===== config.mk =====
export PLATFORM = sky130hd
export DESIGN_NAME = pbie_ram
export DESIGN_NICKNAME = d
export VERILOG_FILES = /design/src/design/pbie_pkg.sv /design/src/design/pbie_ram.sv
export SDC_FILE = /design/constraint.sdc
export NUM_CORES = 1
export LEC_CHECK = 0
export ABC_AREA = 1
export BUFFER_PORTS_ARGS = -buffer_cell sky130_fd_sc_hd__clkbuf_2
export CAP_MARGIN = 0
export CORE_UTILIZATION = 55
export DETAILED_ROUTE_END_ITERATION = 12
export PLACE_DENSITY = 0.73
export SKIP_LAST_GASP = 1
export SYNTH_ARGS = -nofsm -noshare
export SYNTH_HDL_FRONTEND = slang
export SYNTH_SLANG_ARGS = --single-unit

===== constraint.sdc =====
create_clock -name i_clk -period 2.35 [get_ports i_clk]
set_input_delay 0.705 -clock i_clk [delete_from_list [all_inputs] [get_ports i_clk]]
set_output_delay 0.705 -clock i_clk [all_outputs]
set_load 0.01 [all_outputs]

===== src/design/pbie_pkg.sv =====
// shared types and codes for the plc bit instruction executor
package pbie_pkg;

    localparam int OP_W       = 4;
    localparam int TKIND_W    = 2;
    localparam int SKIND_W    = 3;
    localparam int IDX_W      = 10;
    localparam int SLOT_W     = 8;
    localparam int PRESET_W   = 16;
    localparam int MS_W       = 16;
    localparam int READ_W     = 16;
    localparam int CFG_IDX_W  = 1;
    localparam int CFG_DATA_W = 16;

    typedef enum logic [OP_W-1:0] {
        OP_SCAN_START   = 4'd0,
        OP_SET_INPUT    = 4'd1,
        OP_ASSIGN       = 4'd2,
        OP_COND_ASSIGN  = 4'd3,
        OP_TON          = 4'd4,
        OP_CTU          = 4'd5,
        OP_RST_TIMER    = 4'd6,
        OP_RST_COUNTER  = 4'd7,
        OP_READ_BIT     = 4'd8,
        OP_READ_TIMER   = 4'd9,
        OP_READ_COUNTER = 4'd10
    } t_op;

    typedef enum logic [TKIND_W-1:0] {
        TGT_ACC = 2'd0,
        TGT_X   = 2'd1,
        TGT_Y   = 2'd2,
        TGT_M   = 2'd3
    } t_tgt_kind;

    typedef enum logic [SKIND_W-1:0] {
        SRC_ACC      = 3'd0,
        SRC_X        = 3'd1,
        SRC_Y        = 3'd2,
        SRC_M        = 3'd3,
        SRC_TMR_DONE = 3'd4,
        SRC_CTR_DONE = 3'd5
    } t_src_kind;

    typedef enum logic [CFG_IDX_W-1:0] {
        CFG_CONT_MODE  = 1'd0,
        CFG_CYCLE_TIME = 1'd1
    } t_cfg_idx;

    typedef enum logic [1:0] {
        ST_CLEAR,
        ST_IDLE,
        ST_EXEC
    } t_state;

    // write strobes and result bits from the execute logic
    typedef struct packed {
        logic acc;
        logic bit_val;
        logic x_we;
        logic y_we;
        logic mk_we;
        logic slot_we;
        logic scan_we;
        logic rbit;
        logic status;
    } t_ctl;

endpackage


===== src/design/pbie_ram.sv =====
// single-port-write, single-port-read synchronous ram with registered read data
module pbie_ram
    import pbie_pkg::*;
#(
    parameter int DEPTH = 256,
    parameter int WIDTH = 1,
    localparam int AW = (DEPTH > 1) ? $clog2(DEPTH) : 1
) (
    input  logic             i_clk,
    input  logic             i_rd_en,
    input  logic [AW-1:0]    i_rd_addr,
    output logic [WIDTH-1:0] o_rd_data,
    input  logic             i_wr_en,
    input  logic [AW-1:0]    i_wr_addr,
    input  logic [WIDTH-1:0] i_wr_data
);

    logic [WIDTH-1:0] mem [DEPTH];
    logic [WIDTH-1:0] r_rd_data;

    always_ff @(posedge i_clk) begin
        if (i_wr_en) begin
            mem[i_wr_addr] <= i_wr_data;
        end
    end

    always_ff @(posedge i_clk) begin
        if (i_rd_en) begin
            r_rd_data <= mem[i_rd_addr];
        end
    end

    assign o_rd_data = r_rd_data;

endmodule


# Word level (Yosys, flattened, before mapping)
# Memories as Yosys holds them, arrays and structs flattened. A register that Yosys moved wholly into a read port is not among the register bits.
# Index checks and enable logic that the tools add are counted.
# op_classes
addsub	0
n_mul	0
div_mod_pow	0
magnitude_cmp	0
n_eq_ne	0
shifts	0
muxes	2
bitwise_logic	0
n_reduce_logical	0
# op_table
op	count
$mux 1	2
# word_totals
register_bits	0
latchBits	0
ramBits	256
rom_bits	0
elab_cells	3
memories	1
# mem_list
memory	depth	width	read_ports	rd_ports_with_merged_regs	write_ports	line	source
mem	256	1	1	1	1	pbie_ram.sv:18	logic [WIDTH-1:0] mem [DEPTH];

# Logic depth before layout (Yosys ltp)
# logic_depth
depth_word	2
mapped_depth	13

# Worst setup path after synthesis
# OpenSTA, ideal clock, no wires.
# synth_timing
path_type	in2reg
from	input i_rd_addr[3]
to	register r_rd_data (netlist: o_rd_data), read port of mem, data pin
arrival_ns	1.691
required_time_ns	2.097
setup_slack_ns	0.406
path_stages	10
cell_sequence	buf_2 inv_1 clkbuf_1 nand3_1 nand3_1 nand2_1 nand2_1 nand3_1 nand3_1 nand2_1
# synth_lines
item	line	source
start, declared	pbie_ram.sv:11	input logic [AW-1:0] i_rd_addr,
end, declared	pbie_ram.sv:19	logic [WIDTH-1:0] r_rd_data;

==> flow_metrics.env <==
export IMPL_h_tree_depth=1
export IMPL_period_share=0.821
export IMPL_vias=8677
export IMPL_area_growth_pct=11.3
export IMPL_finalNonFillerCells=1500
export IMPL_cts_made_buffers=26
export IMPL_vias_per_cell=5.78
export IMPL_p_per_area_nw_per_um2=752
export IMPL_hold_viol=0
export IMPL_nets=1225
export IMPL_die_w_um=148
export IMPL_slew_violations=0
export IMPL_critPathKind="input pin to flip-flop"
export IMPL_drive_gt1_frac=0.0939
export IMPL_dp_cells=1452
export IMPL_gp_congestion=0.867
export IMPL_tightest_slew_ns=0.618
export IMPL_yosys_area_top_type_share=0.658
export IMPL_yosysWarnings=0
export IMPL_hold_slack_ns=0.413
export IMPL_grt_pass1_vias=7934
export IMPL_first_iter_violations=906
export IMPL_coreArea_um2=21000
export IMPL_post_route_drc_count=0
export IMPL_hold_buffers=0
export IMPL_fmax_ghz=0.518
export IMPL_setup_worst_path_start="i_rd_addr[1]"
export IMPL_ir_worst_vdd_mv=0.584
export IMPL_grt_use_total=0.265
export IMPL_end_kind="flip-flop"
export IMPL_synth_area_leaders="edfxtp_1 (66%), nand3_1 (11%), nand2_1 (9.6%), nor2_1 (8.6%), buf_6 (2.1%)"
export IMPL_rsz0062_at_grt="no"
export IMPL_clkSlewWorstSetupHoldPaths_ns=0.06
export IMPL_start_kind="input pin"
export IMPL_cts_setup_buffers=0
export IMPL_std_cell_rows=53
export IMPL_ant_nets=0
export IMPL_hpwl_um=16200
export IMPL_p_leak_nw=4.54
export IMPL_synth_cell_area_um2=11700
export IMPL_cap_violations=0
export IMPL_routedWlPerCell_um=19.0
export IMPL_antenna_found_initial=0
export IMPL_gr_total_overflow=0
export IMPL_die_area_um2=21900
export IMPL_total_power_mw=9.81
export IMPL_crit_arrival_ns=2.21
export IMPL_clk_path_buf_depth=3
export IMPL_tns_ns=0
export IMPL_min_delay_start="i_rd_en"
export IMPL_cp_data_required_time_ns=2.64
export IMPL_relSlewSlack=0.588
export IMPL_diodes=0
export IMPL_holdPathStages=1
export IMPL_post_cts_resize_count=0
export IMPL_hold_class="input pin to flip-flop"
export IMPL_r2r_start="mem[59]"
export IMPL_io_pins=21
export IMPL_worstSkewPairLatency_ns=0.53
export IMPL_drtPass1Iterations=5
export IMPL_tritoncts="yes"
export IMPL_root_buffer="clkbuf_16"
export IMPL_syn_area_per_cell_um2=9.90
export IMPL_cts_sinks=257
export IMPL_min_period_ns=1.93
export IMPL_ys_types=12
export IMPL_cp_max_fo=18
export IMPL_synth_fp_nets=1204
export IMPL_grt_first_pass_wirelength_um=43800
export IMPL_die_h_um=148
export IMPL_syn_inst=1184
export IMPL_status="complete, no violations"
export IMPL_ys_ff_latch=257
export IMPL_fin_worst_skew_ns=0.00889
export IMPL_seq_area_frac_synth=0.658
export IMPL_numPortBuffers=20
export IMPL_synth_largest_area_cell="edfxtp_1"
export IMPL_routed_wl_um=28500
export IMPL_start_util=0.560
export IMPL_r2r_cells=10
export IMPL_setup_violations=0
export IMPL_grt_max_degree=129
==> cells in the mapped netlist <==
cell	count
nand3_1	254
edfxtp_1	257
nor2_1	268
inv_1	16
clkbuf_1	40
inv_2	2
buf_6	22
buf_2	14
nand4_1	3
nand2_1	299
buf_1	3
buf_4	6
==> cell usage in the layout (no fill, tap or decap), drive strengths merged <==
master	netlist	final
buf	45	60
bufinv	0	3
clkbuf	40	50
clkinv	0	14
edfxtp	257	257
inv	18	17
nand2	299	299
nand3	254	254
nand4	3	3
nor2	268	268
==> area by class of cell <==
type,count,area [um2]
clock inverter,16,153
inverter,18,68.8
clock buffer,32,694
multi-input combinational,824,3420
timing repair buffer,78,657
sequential,257,7720
tap,275,344
fill,1743,7900
==> path summary, 6_finish.rpt <==
| path | endpoint | slack (ns) |
|---|---|---|
| hold reg to reg | o_rd_data | 1.02 |
| setup / recovery | o_rd_data | 0.42 |
| hold / removal | o_rd_data | 0.41 |
| setup reg to reg | o_rd_data | 0.79 |
==> worst max-delay path, cell delays in order <==
cell and delay [ns]:
clkbuf_2 0.15, inv_2 0.14, buf_4 0.28, nand3_1 0.13, nand3_1 0.09, nand3_1 0.17, nand3_1 0.21, nand2_1 0.08
nand2_1 0.06, nand3_1 0.07, nand3_1 0.07, nand2_1 0.05
==> metrics by stage <==
stage               utilization  instance area, um2  setup slack (ns)
floorplan                     -               11700             0.406
global placement          0.582               12200           -0.0677
detailed placement        0.582               12200           -0.0730
CTS                       0.623               13100             0.472
global route              0.623               13100             0.318
finish                    0.623               13100             0.421
==> registers in the layout, summed over array words and instances (netlist names) <==
name	flops
mem	256
o_rd_data	1
==> metal layers <==
layer,vias to the layer above,wire length [um],track usage
met5,-,0,0
met4,0,578,0.0789
met3,48,2450,0.0346
met2,383,13800,0.432
met1,4200,11700,0.374
li1,4046,-,-
==> kinds of logic (layout without fill, tap and decap cells) <==
family | Yosys count | after routing | synth area share
flops | 257 | 257 | 0.658
simple gates | 824 | 824 | 0.291
buf+inv | 103 | 144 | 0.0505
==> power breakdown <==
| part | internal (mW) | total, mW | switching (mW) |
|---|---|---|---|
| clock | 2.42 | 4.10 | 1.67 |
| combinational | 0.190 | 0.659 | 0.470 |
| sequential | 5.05 | 5.06 | 0.00312 |
| total | 7.66 | 9.81 | 2.15 |
No activity file was read; power rests on OpenSTA's default activity.
