## config.mk

```make
export PLATFORM = sky130hd
export DESIGN_NAME = pbie_alu
export DESIGN_NICKNAME = d
export VERILOG_FILES = /design/src/design/pbie_pkg.sv /design/src/design/pbie_alu.sv
export SDC_FILE = /design/constraint.sdc
export NUM_CORES = 1
export LEC_CHECK = 0
export BUFFER_PORTS_ARGS = -buffer_cell sky130_fd_sc_hd__buf_4
export CELL_PAD_IN_SITES_DETAIL_PLACEMENT = 1
export CELL_PAD_IN_SITES_GLOBAL_PLACEMENT = 1
export CORE_MARGIN = 2
export CORE_UTILIZATION = 35
export DETAILED_ROUTE_END_ITERATION = 6
export PLACE_DENSITY = 0.91
export SYNTH_ARGS = -nofsm -noshare
export SYNTH_HDL_FRONTEND = slang
export SYNTH_SLANG_ARGS = --single-unit
```

## constraint.sdc

```tcl
create_clock -name vclk -period 13.7
set_clock_uncertainty 0.2 [all_clocks]
set_input_delay 1.37 -clock vclk [all_inputs]
set_output_delay 1.37 -clock vclk [all_outputs]
set_load 0.03 [all_outputs]
```

## src/design/pbie_pkg.sv

```systemverilog
// shared types and codes for the plc bit instruction executor
package pbie_pkg;

    localparam int OP_W       = 4;
    localparam int TKIND_W    = 2;
    localparam int SKIND_W    = 3;
    localparam int IDX_W      = 10;
    localparam int SLOT_W     = 8;
    localparam int PRESET_W   = 16;
    localparam int MS_W       = 16;
    localparam int READ_W     = 16;
    localparam int CFG_IDX_W  = 1;
    localparam int CFG_DATA_W = 16;

    typedef enum logic [OP_W-1:0] {
        OP_SCAN_START   = 4'd0,
        OP_SET_INPUT    = 4'd1,
        OP_ASSIGN       = 4'd2,
        OP_COND_ASSIGN  = 4'd3,
        OP_TON          = 4'd4,
        OP_CTU          = 4'd5,
        OP_RST_TIMER    = 4'd6,
        OP_RST_COUNTER  = 4'd7,
        OP_READ_BIT     = 4'd8,
        OP_READ_TIMER   = 4'd9,
        OP_READ_COUNTER = 4'd10
    } t_op;

    typedef enum logic [TKIND_W-1:0] {
        TGT_ACC = 2'd0,
        TGT_X   = 2'd1,
        TGT_Y   = 2'd2,
        TGT_M   = 2'd3
    } t_tgt_kind;

    typedef enum logic [SKIND_W-1:0] {
        SRC_ACC      = 3'd0,
        SRC_X        = 3'd1,
        SRC_Y        = 3'd2,
        SRC_M        = 3'd3,
        SRC_TMR_DONE = 3'd4,
        SRC_CTR_DONE = 3'd5
    } t_src_kind;

    typedef enum logic [CFG_IDX_W-1:0] {
        CFG_CONT_MODE  = 1'd0,
        CFG_CYCLE_TIME = 1'd1
    } t_cfg_idx;

    typedef enum logic [1:0] {
        ST_CLEAR,
        ST_IDLE,
        ST_EXEC
    } t_state;

    // write strobes and result bits from the execute logic
    typedef struct packed {
        logic acc;
        logic bit_val;
        logic x_we;
        logic y_we;
        logic mk_we;
        logic slot_we;
        logic scan_we;
        logic rbit;
        logic status;
    } t_ctl;

endpackage

```

## src/design/pbie_alu.sv

```systemverilog
// execute logic: evaluates one instruction against read data and the bit images
module pbie_alu
    import pbie_pkg::*;
#(
    parameter int IO_BITS     = 16,
    parameter int MARKER_BITS = 1024,
    parameter int SLOTS       = 256,
    parameter int VALUE_BITS  = 16,
    localparam int SE_W = 4 * VALUE_BITS + 2
) (
    input  logic [OP_W-1:0]       i_op,
    input  logic [TKIND_W-1:0]    i_tkind,
    input  logic [IDX_W-1:0]      i_tidx,
    input  logic [SKIND_W-1:0]    i_skind,
    input  logic [IDX_W-1:0]      i_sidx,
    input  logic                  i_sinv,
    input  logic [SLOT_W-1:0]     i_slot,
    input  logic [PRESET_W-1:0]   i_preset,
    input  logic                  i_bval,
    input  logic [MS_W-1:0]       i_elapsed,
    input  logic                  i_acc,
    input  logic [IO_BITS-1:0]    i_x_img,
    input  logic [IO_BITS-1:0]    i_y_img,
    input  logic                  i_mark_bit,
    input  logic [SE_W-1:0]       i_slot_ent,
    input  logic [MS_W-1:0]       i_scan,
    input  logic                  i_cont_mode,
    input  logic [MS_W-1:0]       i_cycle_time,
    output t_ctl                  o_ctl,
    output logic [SE_W-1:0]       o_slot_ent,
    output logic [MS_W-1:0]       o_scan,
    output logic [VALUE_BITS-1:0] o_rval
);

    localparam int VB    = VALUE_BITS;
    localparam int IO_AW = (IO_BITS > 1) ? $clog2(IO_BITS) : 1;
    localparam int CLIM  = 0;
    localparam int CPREV = VB;
    localparam int CVAL  = VB + 1;
    localparam int TLIM  = 2 * VB + 1;
    localparam int TACT  = 3 * VB + 1;
    localparam int TVAL  = 3 * VB + 2;
    localparam logic [31:0] VMAX32 = 32'((64'd1 << VALUE_BITS) - 64'd1);
    localparam logic [VB-1:0] VMAX = VB'(VMAX32);

    logic [VB-1:0] tval, tlim, cval, clim, lim;
    logic          tact, cprev;
    logic [VB-1:0] n_tval, n_tlim, n_cval, n_clim;
    logic          n_tact, n_cprev;
    logic          sidx_io_ok, sidx_mk_ok, sidx_sl_ok, tidx_io_ok, tidx_mk_ok, slot_ok;
    logic          tdone, cdone, src_bit, tgt_ok, wr_tgt;
    logic [32:0]   tsum;
    t_ctl          ctl;

    assign tval  = i_slot_ent[TVAL +: VB];
    assign tact  = i_slot_ent[TACT];
    assign tlim  = i_slot_ent[TLIM +: VB];
    assign cval  = i_slot_ent[CVAL +: VB];
    assign cprev = i_slot_ent[CPREV];
    assign clim  = i_slot_ent[CLIM +: VB];

    assign sidx_io_ok = 32'(i_sidx) < 32'(IO_BITS);
    assign sidx_mk_ok = 32'(i_sidx) < 32'(MARKER_BITS);
    assign sidx_sl_ok = 32'(i_sidx) < 32'(SLOTS);
    assign tidx_io_ok = 32'(i_tidx) < 32'(IO_BITS);
    assign tidx_mk_ok = 32'(i_tidx) < 32'(MARKER_BITS);
    assign slot_ok    = 32'(i_slot) < 32'(SLOTS);

    // preset saturates to the largest value a slot can hold
    assign lim = (32'(i_preset) > VMAX32) ? VMAX : VB'(i_preset);

    assign tdone = (tlim != '0) ? (tval >= tlim) : tact;
    assign cdone = (clim != '0) ? (cval >= clim) : (cval != '0);

    always_comb begin
        case (i_skind)
            SRC_ACC:      src_bit = i_acc;
            SRC_X:        src_bit = sidx_io_ok & i_x_img[IO_AW'(i_sidx)];
            SRC_Y:        src_bit = sidx_io_ok & i_y_img[IO_AW'(i_sidx)];
            SRC_M:        src_bit = sidx_mk_ok & i_mark_bit;
            SRC_TMR_DONE: src_bit = sidx_sl_ok & tdone;
            SRC_CTR_DONE: src_bit = sidx_sl_ok & cdone;
            default:      src_bit = 1'b0;
        endcase
    end

    always_comb begin
        case (i_tkind)
            TGT_ACC: tgt_ok = 1'b1;
            TGT_X:   tgt_ok = tidx_io_ok;
            TGT_Y:   tgt_ok = tidx_io_ok;
            default: tgt_ok = tidx_mk_ok;
        endcase
    end

    always_comb begin
        n_tval  = tval;
        n_tact  = tact;
        n_tlim  = tlim;
        n_cval  = cval;
        n_cprev = cprev;
        n_clim  = clim;
        ctl     = '0;
        ctl.acc = i_acc;
        o_rval  = '0;
        o_scan  = i_scan;
        tsum    = '0;
        wr_tgt  = 1'b0;
        unique case (i_op)
            OP_SCAN_START: begin
                ctl.scan_we = 1'b1;
                o_scan = (i_cont_mode && i_cycle_time > i_elapsed) ? i_cycle_time : i_elapsed;
            end
            OP_SET_INPUT: begin
                ctl.bit_val = i_bval;
                ctl.x_we    = tidx_io_ok;
            end
            OP_ASSIGN: begin
                ctl.bit_val = src_bit ^ i_sinv;
                wr_tgt      = 1'b1;
            end
            OP_COND_ASSIGN: begin
                ctl.bit_val = i_bval;
                wr_tgt      = i_acc;
            end
            OP_TON: begin
                if (slot_ok) begin
                    ctl.slot_we = 1'b1;
                    n_tlim = lim;
                    if (i_acc) begin
                        n_tact = 1'b1;
                        if (lim == '0) begin
                            n_tval  = '0;
                            ctl.acc = 1'b1;
                        end else begin
                            // accumulate scan time, capped at the preset
                            if (tval < lim) begin
                                tsum   = 33'(tval) + 33'(i_scan);
                                n_tval = (tsum > 33'(lim)) ? lim : VB'(tsum);
                            end
                            ctl.acc = n_tval >= lim;
                        end
                    end else begin
                        n_tact  = 1'b0;
                        n_tval  = '0;
                        ctl.acc = 1'b0;
                    end
                end
            end
            OP_CTU: begin
                if (slot_ok) begin
                    ctl.slot_we = 1'b1;
                    n_clim = lim;
                    // count on a rising edge of the rung power
                    if (i_acc && !cprev && cval != VMAX) begin
                        n_cval = cval + 1'b1;
                    end
                    n_cprev = i_acc;
                    ctl.acc = (lim != '0) ? (n_cval >= lim) : i_acc;
                end
            end
            OP_RST_TIMER: begin
                if (slot_ok && i_acc) begin
                    ctl.slot_we = 1'b1;
                    n_tval = '0;
                    n_tact = 1'b0;
                end
            end
            OP_RST_COUNTER: begin
                if (slot_ok && i_acc) begin
                    ctl.slot_we = 1'b1;
                    n_cval  = '0;
                    n_cprev = 1'b0;
                end
            end
            OP_READ_BIT: begin
                ctl.rbit = (i_skind == SRC_ACC) ? 1'b0 : src_bit;
            end
            OP_READ_TIMER: begin
                o_rval = slot_ok ? tval : '0;
            end
            OP_READ_COUNTER: begin
                o_rval = slot_ok ? cval : '0;
            end
            default: begin
            end
        endcase
        if (wr_tgt) begin
            ctl.status = !tgt_ok;
            case (i_tkind)
                TGT_ACC: ctl.acc   = ctl.bit_val;
                TGT_X:   ctl.x_we  = tidx_io_ok;
                TGT_Y:   ctl.y_we  = tidx_io_ok;
                default: ctl.mk_we = tidx_mk_ok;
            endcase
        end
    end

    assign o_ctl      = ctl;
    assign o_slot_ent = {n_tval, n_tact, n_tlim, n_cval, n_cprev, n_clim};

endmodule

```

== Word level (Yosys, flattened, before mapping) ==
Cells that the tools add are included.
Widths: inputs -> output; s select.

* Bits in registers: 0
* Bits of input ports: 204
* Word-level logic and storage cells: 103

* Add/sub/neg operators: 2
* Magnitude comparators: 11
* Equality and inequality tests: 18
* Muxes and demuxes: 49
* Bitwise operators: 5
* Reductions and logical operators: 18

{| class="wikitable"
|+ Operator list
! kind !! number
|-
| $mux 16 || 15
|-
| $pmux 16 s2 || 3
|-
| $ge 16x16->1 || 4
|-
| $reduce_bool 16->1 || 4
|-
| $mux 1 || 21
|-
| $lt 10x5->1 const B || 2
|-
| $add 16x16->17 || 1
|-
| $gt 17x16->1 || 1
|-
| $add 16x1->16 const B || 1
|-
| $eq 4x3->1 const B || 4
|-
| $gt 16x16->1 || 1
|-
| $logic_not 16->1 || 1
|-
| $lt 16x16->1 || 1
|-
| $ne 16x16->1 const B || 1
|-
| $eq 4x4->1 const B || 3
|-
| $pmux 1 s2 || 6
|-
| $lt 10x9->1 const B || 1
|-
| $bmux 1 s4 || 2
|-
| $eq 4x2->1 const B || 2
|-
| $reduce_or 2->1 || 4
|-
| $eq 3x2->1 const B || 2
|-
| $eq 3x3->1 const B || 2
|-
| $pmux 1 s6 || 1
|-
| $lt 4x5->1 const B || 1
|-
| other kinds (13) || 19
|}

== Depth between registers and ports, before layout ==
* Depth after elaboration: 13
* Depth in mapped cells: 29

== Least setup slack after synthesis ==
No wires, ideal clock.

* Path type: input to output
* Start: input port i_slot_ent[50]
* End: output port o_ctl[8] in the netlist's numbering
* Arrival: 6,220 ps
* Required time: 12,130 ps
* Slack: 5,910 ps
* Cell stages on the path: 29
* Path buffers: 0
* Cell sequence: ha_1 > inv_1 > fa_1 > nor2b_1 > o21a_1 > o21ai_2 > a21oi_2 > nor3_1 > o31ai_1 > xor2_1 > ha_1 > nand2_1 > nor4_1 > a21boi_0 > o41ai_2 > nand2b_1 > a211oi_4 > mux2_2 > a21oi_1 > ha_1 > nand2b_1 > a21o_1 > a21oi_1 > nor2b_1 > o2111ai_1 > a21o_1 > nand2_1 > a221oi_1 > a31oi_1

{| class="wikitable"
|+ RTL lines
! element !! RTL line !! text
|-
| from (decl) || pbie_alu.sv:25 || <nowiki>input logic [SE_W-1:0] i_slot_ent,</nowiki>
|-
| to (decl) || pbie_alu.sv:29 || <nowiki>output t_ctl o_ctl,</nowiki>
|}

==> key figures <==
Timing
  • Final period util: 0.671
  • Max_slew headroom: 0.0912
  • Fmax: 109 MHz
  • Final setup viols: 0
  • Fin. max-slew vios: 0
  • Fin. Hold Viols: 0
  • Min Tclk post-route: 9200 ps
  • RSZ-0062 raised after global routing: false
  • Slew @ Worst Pin: 1350 ps
  • TNS Setup: 0 ps

Drt
  • DR vias: 8097
  • Wire per inst: 22.2 um
  • DRC: 0
  • DRT iter0 DRCs: 442
  • Drt pass-1 iters: 4
  • Antenna Nets Post-Route: 0
  • Post-Route WL: 30100 um
  • Vias per cell: 5.99

Place
  • Post-placement cell area: 0.00846 mm2
  • Port Buffers: 299
  • DPL Wire Length: 26100 um
  • Final RePlAce weighted congestion: 0.990

Run
  • Max Cap Viol: 0

Yosys
  • Top post-synthesis cells by count: ha_1, inv_1, nand2_1
  • Netlist cell types: 66
  • Post-Syn Nets: 1194
  • Count leader, synth: ha_1
  • Ys Warns: 0
  • Mapped cell area: 0.00605 mm2
  • Post-synthesis cell count: 856
  • Sequential-to-total area share from yosys stat: 0
  • Top post-synthesis cells by area: ha_1, o21ai_0, mux2i_1, inv_1, nand2_1
  • Syn_area_per_cell: 7.06 um2
  • Yosys top cell by area: ha_1
  • Synth top area share: 0.275

Critical path
  • Kind of critical path: primary input to output pin
  • Crit path largest cell delay: 930 ps
  • Required time worst endpoint: 12130 ps
  • CP startpoint kind: primary input
  • CP Capture Type: output pin
  • Critical path arrival: 7630 ps
  • CP most frequent cell: ha_1
  • CP max stage cell: a211oi_4
  • Cell family with most CP delay: compound AO/OA/AOI/OAI gates
  • Sum of buffers and inverters on the critical path: 3
  • Max Fanout on Critical Path: 16

Floorplan
  • Die area: 0.0183 mm2
  • Initial core utilization: 0.353
  • Die Ht: 135 um
  • Core Region: 0.0171 mm2
  • # rows: 48
  • Top-Level Pins: 311
  • Die X: 135 um

Power
  • PwrDens: 44.9 mW/mm2
  • VDD IR max: 0.0000236 V
  • Leak pwr: 4.45 nW

Cells and area
  • Synth-to-layout area growth: 39.9%
  • Number of sequential cells: 0
  • Register area: 0 um2
  • Ant. Diodes: 0
  • Filler cell count: 2219
  • Multi-input gate area: 0.00557 mm2
  • Finished Cell Area: 0.00846 mm2
  • Number of nets in the layout: 1467
  • Clock buffer count in the final layout: 0
  • Share of layout cells above drive strength 1: 0.294

Min path
  • Worst min path class: primary input to output pin

Global route
  • Initial antenna violation count: 0
  • First-pass GRT wire length: 45100 um
  • Number of global-route vias before repair: 8377
  • Pin count of the biggest net entering global routing: 44
  • All-layer global routing usage: 0.315
  • GRT overflow: 0

Status
  • Status: complete, no violations

Clock tree
  • # hold bufs at CTS: 0
  • Post CTS Setup Buffer Count: 0
  • Cts repair resizes: 0
-- cells in the final DEF (no fill, tap or decap), drive strengths merged, types with 11 or more instances in the layout --
| cell type | count |
|---|---|
| a21o | 32 |
| a21oi | 57 |
| a22o | 21 |
| and3 | 14 |
| buf | 305 |
| ha | 133 |
| inv | 83 |
| mux2i | 36 |
| nand2 | 82 |
| nand2b | 11 |
| nand3 | 14 |
| nand4 | 16 |
| nor2 | 54 |
| nor3 | 11 |
| nor4 | 21 |
| o21ai | 85 |
| o2bb2ai | 13 |
| xnor2 | 16 |
| xor2 | 13 |
-- final timing paths --
check / endpoint / from / cells past startpoint / slack, ps
max: o_ctl[8] / i_slot_ent[50] / 29 / 4500
min: o_ctl[7] / i_op[3] / 3 / 2860
-- cell type report --
cell class                 instances  share of cell area
timing repair buffer             305               0.271
inverter                          83              0.0368
tap                              225              0.0333
multi-input combinational        739               0.659
-- cells by family after synthesis --
kind of cell | Yosys count | synth area share
AOI/OAI and AO/OA | 274 | 0.305
and+or+nand+nor | 256 | 0.207
adders and majority gates | 134 | 0.279
buffers and inverters | 117 | 0.0799
muxes | 46 | 0.0875
xor gates and xnor gates | 29 | 0.0420
-- per-stage QoR --
step / std cells / hold slack (ps) / worst slack, ps / util / power [mW]
2_1_floorplan: 856 / 2660 / 5910 / - / 0.224
3_3_place_gp: 1352 / 2860 / 4760 / 0.494 / 0.359
3_5_place_dp: 1352 / 2860 / 4560 / 0.494 / 0.375
4_1_cts: 1352 / 2860 / 4540 / 0.494 / 0.377
5_1_grt: 1352 / 2880 / 4100 / 0.494 / 0.412
6_report: 1352 / 2860 / 4500 / 0.494 / 0.380
-- power by group --
group,internal (mW),switching [mW]
Combinational,0.161,0.219
Sequential,0,0
Clock,0,0
Total,0.161,0.219
-- layer usage --
layer	up-vias	GRT usage	share of wire	wire length, um
li1	3713	-	-	-
met1	3886	0.349	0.38	11300
met2	409	0.601	0.51	15400
met3	89	0.0273	0.060	1810
met4	0	0.148	0.054	1630
met5	-	0	0	0
-- worst min-delay path, stage by stage --
cell and delay (ps):
buf_4 110, nor3_1 50, buf_4 160
(Power assumes the default switching activity.)
